File: config.mk
export PLATFORM = sky130hd
export DESIGN_NAME = lzwc_ctrl
export DESIGN_NICKNAME = d
export VERILOG_FILES = /design/src/rtl/lzwc_pkg.sv /design/src/rtl/lzwc_ctrl.sv
export SDC_FILE = /design/constraint.sdc
export NUM_CORES = 1
export LEC_CHECK = 0
export BUFFER_PORTS_ARGS = -buffer_cell sky130_fd_sc_hd__buf_2
export CAP_MARGIN = 20
export CELL_PAD_IN_SITES_DETAIL_PLACEMENT = 0
export CELL_PAD_IN_SITES_GLOBAL_PLACEMENT = 1
export CORE_UTILIZATION = 31
export CTS_BUF_LIST = sky130_fd_sc_hd__clkbuf_2 sky130_fd_sc_hd__clkbuf_4 sky130_fd_sc_hd__clkbuf_8
export CTS_CLUSTER_SIZE = 28
export DETAILED_ROUTE_END_ITERATION = 8
export PLACE_DENSITY = 0.85
export SYNTH_ARGS = -nofsm -noshare
export SYNTH_HDL_FRONTEND = slang
export SYNTH_SLANG_ARGS = --single-unit
File: constraint.sdc
create_clock -name clk -period 4 [get_ports clk]
set_clock_uncertainty 0.2 [all_clocks]
set_input_delay 0.2 -clock clk [delete_from_list [all_inputs] [get_ports clk]]
set_output_delay 0.2 -clock clk [all_outputs]
set_load 0.01 [all_outputs]
File: src/rtl/lzwc_pkg.sv
// ----------------------------------------------------------------------------
// lzwc_pkg: shared types and constants
// Payload structs, controller states and the command and status bundles that
// join the controller and the datapath of the LZW compress encoder.
// ----------------------------------------------------------------------------
package lzwc_pkg;

  localparam int MAX_CODE_BITS_DEF = 16;
  localparam int HASH_ENTRIES_DEF  = 131072;
  localparam int MIN_WIDTH         = 9;
  localparam int CODE_START        = 257;
  localparam int GROUP_INIT        = 24;
  localparam int EPOCH_W           = 8;
  localparam int WID_W             = 5;

  localparam logic [7:0] HDR_MAGIC0     = 8'h1F;
  localparam logic [7:0] HDR_MAGIC1     = 8'h9D;
  localparam logic [7:0] HDR_BLOCK_MODE = 8'h80;

  typedef struct packed {
    logic [7:0] data_byte;
    logic       end_of_stream;
  } in_item_t;

  typedef struct packed {
    logic [7:0] out_byte;
    logic       last_of_run;
    logic       width_error;
  } out_item_t;

  typedef enum logic [3:0] {
    S_CLEAR,
    S_IDLE,
    S_HDR,
    S_DISPATCH,
    S_PAD,
    S_READ,
    S_CMP,
    S_DRAIN,
    S_CLOSE,
    S_END_DRAIN,
    S_END_CLOSE
  } state_t;

  typedef struct packed {
    logic take_in;
    logic put_hdr;
    logic put_drain;
    logic put_flush;
    logic close;
    logic set_prefix;
    logic load_idx;
    logic next_idx;
    logic hit;
    logic miss;
    logic end_code;
    logic pad_step;
    logic widen;
    logic thr_never;
    logic stream_rst;
    logic clr_write;
  } cmd_t;

  typedef struct packed {
    logic can_put;
    logic slot_free;
    logic pend_valid;
    logic acc_ge8;
    logic acc_nz;
    logic pad_zero;
    logic have_prefix;
    logic header_sent;
    logic hdr_last;
    logic is_end;
    logic need_widen;
    logic at_max;
    logic hit;
    logic empty;
    logic epoch_wrap;
    logic clr_last;
  } status_t;

endpackage

File: src/rtl/lzwc_ctrl.sv
// ----------------------------------------------------------------------------
// lzwc_ctrl: encoder sequencer
// Steps one source item through header, widening pad, dictionary probe,
// code packing and byte drain; runs the dictionary clearing pass.
// ----------------------------------------------------------------------------
module lzwc_ctrl (
  input  logic              clk,
  input  logic              rst_n,
  input  logic              in_valid,
  output logic              in_ready,
  input  lzwc_pkg::status_t sts,
  output lzwc_pkg::cmd_t    cmd
);
  import lzwc_pkg::*;

  state_t state_r, state_nxt;

  always_ff @(posedge clk) begin
    if (!rst_n) begin
      state_r <= S_CLEAR;
    end else begin
      state_r <= state_nxt;
    end
  end

  always_comb begin
    cmd       = '0;
    in_ready  = 1'b0;
    state_nxt = state_r;
    case (state_r)
      S_CLEAR: begin
        cmd.clr_write = 1'b1;
        if (sts.clr_last) state_nxt = S_IDLE;
      end
      S_IDLE: begin
        in_ready = 1'b1;
        if (in_valid) begin
          cmd.take_in = 1'b1;
          state_nxt   = sts.header_sent ? S_DISPATCH : S_HDR;
        end
      end
      S_HDR: begin
        if (sts.can_put) begin
          cmd.put_hdr = 1'b1;
          if (sts.hdr_last) state_nxt = S_DISPATCH;
        end
      end
      S_DISPATCH: begin
        if (sts.is_end) begin
          cmd.end_code = sts.have_prefix;
          state_nxt    = S_END_DRAIN;
        end else if (!sts.have_prefix) begin
          cmd.set_prefix = 1'b1;
          state_nxt      = S_CLOSE;
        end else begin
          cmd.load_idx = 1'b1;
          if (sts.need_widen && !sts.at_max) begin
            state_nxt = S_PAD;
          end else begin
            cmd.thr_never = sts.need_widen;
            state_nxt     = S_READ;
          end
        end
      end
      S_PAD: begin
        if (sts.acc_ge8) begin
          cmd.put_drain = sts.can_put;
        end else if (sts.pad_zero) begin
          cmd.widen = 1'b1;
          state_nxt = S_READ;
        end else begin
          cmd.pad_step = 1'b1;
        end
      end
      S_READ: begin
        state_nxt = S_CMP;
      end
      S_CMP: begin
        if (sts.hit) begin
          cmd.hit   = 1'b1;
          state_nxt = S_CLOSE;
        end else if (sts.empty) begin
          cmd.miss  = 1'b1;
          state_nxt = S_DRAIN;
        end else begin
          cmd.next_idx = 1'b1;
          state_nxt    = S_READ;
        end
      end
      S_DRAIN: begin
        if (sts.acc_ge8) begin
          cmd.put_drain = sts.can_put;
        end else begin
          state_nxt = S_CLOSE;
        end
      end
      S_CLOSE: begin
        if (!sts.pend_valid) begin
          state_nxt = S_IDLE;
        end else if (sts.slot_free) begin
          cmd.close = 1'b1;
          state_nxt = S_IDLE;
        end
      end
      S_END_DRAIN: begin
        if (sts.acc_ge8) begin
          cmd.put_drain = sts.can_put;
        end else if (sts.acc_nz) begin
          cmd.put_flush = sts.can_put;
        end else begin
          state_nxt = S_END_CLOSE;
        end
      end
      S_END_CLOSE: begin
        if (!sts.pend_valid || sts.slot_free) begin
          cmd.close      = sts.pend_valid;
          cmd.stream_rst = 1'b1;
          state_nxt      = sts.epoch_wrap ? S_CLEAR : S_IDLE;
        end
      end
      default: begin
        state_nxt = S_CLEAR;
      end
    endcase
  end

endmodule

# Word-level counts from Yosys, hierarchy flattened
# Index checks and enable logic that the tools add are counted.
# Widths: inputs -> output; s select.
[op_classes] muxes=57 reduce_logical=7 n_eq_ne=21
[ops] cell="$mux 4" n=15
[ops] cell="$pmux 4 s11" n=1
[ops] cell="$mux 1" n=34
[ops] cell="$ne 2x2->1 const B" n=10
[ops] cell="$eq 4x3->1 const B" n=4
[ops] cell="$eq 4x4->1 const B" n=3
[ops] cell="$reduce_and 11->1" n=1
[ops] cell="$mux 2" n=5
[ops] cell="$eq 4x2->1 const B" n=2
[ops] cell="$eq 4x1->1 const B" n=1
[ops] cell="$logic_not 4->1" n=1
[ops] cell="$mux 3" n=1
[ops] cell="$ne 3x3->1 const B" n=1
[ops] cell="$reduce_or 3->1" n=1
[ops] cell="$logic_not 1->1" n=2
[ops] cell="$pmux 1 s2" n=1
[ops] cell="$logic_and 1x1->1" n=1
[ops] cell="$logic_or 1x1->1" n=1
[totals] regBits=4 out_inout_bits=17 wordCells=86 inputBits=19

# Depth between registers and ports, before layout
[depth] word_depth=6 ltp_mapped=7 ltp_nobuf=5

# Least setup slack after synthesis
# No wires, ideal clock.
[synth_path] path_kind="flip-flop to flip-flop" start="reg state_r[0]" end="reg state_r[2]" setup_slack_ns=2.198 synth_period_minus_slack_ns=1.802 t_required_ns=3.730 setup_time_ns=0.070 n_path_buf=1 t_arrival_ns=1.532 path_stages_with_launch=7 path_cell_list="dfxtp_1 buf_6 mux2i_1 a221oi_4 o221ai_2 or4_1 a21oi_1"
[synth_via] elab_chain_cells=3 elab_cells_between_ends=24 cone_classes="21 x eq/ne; 1 x mux; 2 x reduce/logical"
[synth_rtl] item="start: declaration" line_no="lzwc_ctrl.sv:16" text="state_t state_r, state_nxt;"
[synth_rtl] item="start signal: assignment" line_no="lzwc_ctrl.sv:22" text="state_r <= state_nxt;"
[synth_rtl] item="$eq 4x4->1 (tied with other cells)" line_no="lzwc_ctrl.sv:30" text="case (state_r)"
[synth_rtl] item="$ne 3x3->1 (no source line) or $ne 2x2->1 (tied branches)"
[synth_rtl] item="$reduce_and 11->1 (no source line)"
# Several ways; a longest one is shown, not always the timed one.
# A chain may end at the register's enable or synchronous reset.

# Final worst setup path
# Ends and elaborated chain as after synthesis.

==> metrics.md <==
| Metric | Value |
|---|---|
| Final net count | `141` |
| Hold_sp | `rst_n` |
| CP startpoint kind | `flip-flop` |
| Number of synthesized flops with an enable pin | `0` |
| Min-delay worst type | `input port to flip-flop` |
| Synthesized area | `about 610 µm²` |
| Ys async rst share | `0%` |
| Synth cell count leaders | `9 x a21oi_1, 8 x nand2_1, 8 x nor3_1, 7 x nand2b_1, 7 x nor2_1` |
| Worst Path Arrival | `2220 ps` |
| Internal power | `roughly 0.20 mW` |
| Pwr Density | `496 nW/µm²` |
| Post-DP Area | `776 µm²` |
| FP Rows | `15` |
| Final Hold Slack | `about 48 ps` |
| Max-Cap Viols | `0` |
| Status | `completed` |
| Net Count, Synth | `106` |
| Setup WS pre-CTS | `1770 ps` |
| Combinational group share of total power | `60.2%` |
| Crit path max-delay family | `flip-flops` |
| Clk buf depth | `2` |
| Worst path required time | `3970 ps` |
| Chip height | `46.2 µm` |
| RSZ-0062 raised after global routing | `no` |
| Antenna violations before repair | `0` |
| Pre-antenna DRT Iters | `4` |
| Worst Setup SP | `state_r[0]$_SDFFE_PN0P_` |
| Global-route wire length before repair | `roughly 2.8 mm` |
| Finished Cell Area | `798 µm²` |
| Slew Viols, Final | `0` |
| Final period util | `56.2%` |
| RR Endpoint | `state_r[2]$_SDFFE_PN0P_` |
| I/O Pins | `36` |
| Power share of the clock group | `between 10% and 20%` |
| Worst-path clk slew | `40 ps` |
| Hold depth | `3` |
| Flop pwr share | `26.7%` |
| CTS Sinks | `4` |
| Slowest CP cell | `dfxtp_1` |
| Number of remaining DRC errors | `0` |
| Switching share of total power | `around 48%` |
| RePlAce Congestion | `0.791` |
| Largest Register | `state_r` |
| Worst path max stage delay | `just under 700 ps` |
| Peak VDD IR | `~0.21 mV` |
| Synth cell types | `37` |
| # resized after CTS | `0` |
| Final Hold Vio Count | `0` |
| Post-CTS Setup Bufs | `0` |
| Share of layout cells above drive strength 1 | `35.8%` |
| Crit path buf inv count | `0` |
| Final Setup Violations | `0` |
| Seq cells post-synth | `4` |
| Min Clock Period, post-route | `2250 ps` |
| DIE WIDTH | `46.2 µm` |
| Hold Path Sink | `state_r[2]$_SDFFE_PN0P_` |
| Leakage power | `0.379 nW` |
| Met1 WL | `about 860 µm` |
| Vias post-DR | `757` |
| Port Buffers | `35` |
| CTS root buf | `clkbuf_4` |
| Register area share after synthesis | `13.2%` |
| Core ar. | `1780 µm²` |
| CTS H-tree depth | `1` |
| Total net switching power | `0.192 mW` |
| Reg2reg start | `state_r[0]$_SDFFE_PN0P_` |
| Routed len/inst | `12.1 µm` |
| Hold buffers post-CTS | `0` |
| Clk Latency, worst-skew pair | `between 200 and 250 ps` |
| Effective utilization at floorplan | `34.0%` |
| Antenna Nets Post-Route | `0` |
| Gate Count Post-Synth | `a little under 90` |
| Num CTS Buffers | `3` |
| Grt ovf | `0` |
| Pin count of the biggest net entering global routing | `21` |
| Setup TNS | `0 ps` |
| Max reg flops | `4` |
| Syn. warnings | `0` |
| Slew HR | `61.1%` |
| Top_reg_cell synth | `dfxtp_1` |
| Worst R2R Path Depth | `5` |
| CP Capture Type | `flip-flop` |
| CP Cell Sequence | `nor2_1 -> a221oi_4 -> o221ai_2 -> or4_1 -> a21oi_1` |
| Most frequent cell after synthesis | `a21oi_1` |
| Area Overhead vs Synth | `31.8%` |
| DP HPWL | `about 1.4 mm` |
| DR WL met3 | `between 90 and 100 µm` |
| Worst slew pin tran | `roughly 580 ps` |
| Synth Area per Inst | `between 6 and 7 µm²` |
| Setup CP Type | `flip-flop to flip-flop` |
| Area contributors post-synth | `dfxtp_1 13%, a21oi_1 7.4%, nand2b_1 7.2%` |
| Fmax | `445 MHz` |
| Synth area leader | `dfxtp_1` |
| Biggest regs | `state_r (4)` |
| Vias per cell | `around 5.2` |
| R2R Setup Slk | `1750 ps` |
| Number of DRC markers in iteration 0 | `14` |
| WL met2 | `a little under 800 µm` |
| CTS tree | `built` |
| Die area | `2130 µm²` |
| Total track usage | `17.5%` |
| Routed Wire Length | `1.76 mm` |
| Synth top area share | `13.2%` |
| FILL cells | `between 150 and 200` |
| Highest Signal Layer | `met4` |
| Crit-path max FO | `20` |
| Setup slack after layout | `1750 ps` |
| Vias in the first global route | `646` |
| Ant. Diodes | `0` |
[worst register-to-register path, cell delays in order, from the launching register on]
cell,delay [ps]
dfxtp_1,680
nor2_1,180
a221oi_4,340
o221ai_2,170
or4_1,490
a21oi_1,120
[cell usage in the layout (no fill, tap or decap), types with 2 or more instances in the layout]
cell      count
a21oi_1       9
nand2b_1      7
nor3_1        8
nand3_1       2
nor4_1        2
nand2_1       8
nand4_1       2
nor3b_1       3
nor2_1        7
and3_1        3
o21ai_0       3
clkbuf_4      3
dfxtp_1       4
nor2b_1       2
buf_2        35
and2_1        2
inv_1         3
[through the flow]
step | instances | total power [mW] | utilization, %
final | 145 | 0.396 | 44.8
after CTS | 145 | 0.396 | 44.8
after floorplan | 87 | 0.291 | -
after detailed placement | 142 | 0.343 | 43.5
after global routing | 145 | 0.436 | 44.8
after global placement | 142 | 0.337 | 43.5
[worst max-delay path by stage]
stage	end	slack, ps	cells after the start
2_1_floorplan	state_r[2]$_SDFFE_PN0P_	2200	6
5_1_grt	state_r[2]$_SDFFE_PN0P_	1570	5
3_3_place_gp	state_r[2]$_SDFFE_PN0P_	1850	5
4_1_cts	state_r[2]$_SDFFE_PN0P_	1760	5
3_5_place_dp	state_r[2]$_SDFFE_PN0P_	1770	5
6_report	state_r[2]$_SDFFE_PN0P_	1750	5
[routing by layer]
| layer | global-route usage [%] | vias to the layer above |
|---|---|---|
| li1 | - | 390 |
| met1 | 23.8 | 337 |
| met2 | 29.0 | 28 |
| met3 | 2.35 | 2 |
| met4 | 3.53 | 0 |
| met5 | 0 | - |
[power by group through the flow]
stage	combinational [mW]	sequential, mW	clock, mW
after floorplan	0.227	0.0644	0
after global placement	0.235	0.102	0
after detailed placement	0.238	0.104	0
after CTS	0.239	0.104	0.0536
after global routing	0.267	0.112	0.0571
final	0.238	0.106	0.0519
[kinds of logic after synthesis]
logic type	Yosys count	synth area share (%)
AOI/OAI and AO/OA	22	27.3
and+or+nand+nor	52	50.0
buffers and inverters	8	7.85
DFF	4	13.2
muxes	1	1.65
[cell type report]
class | count | area, µm² | share of cell area [%]
Clock buffer | 3 | 22.5 | 2.82
Inverter | 3 | 11.3 | 1.41
Multi-Input combinational cell | 75 | 478 | 59.9
Sequential cell | 4 | 80.1 | 10.0
Tap cell | 25 | 31.3 | 3.92
Timing Repair Buffer | 35 | 175 | 21.9
Note: power is estimated with default switching activity, not from simulation.
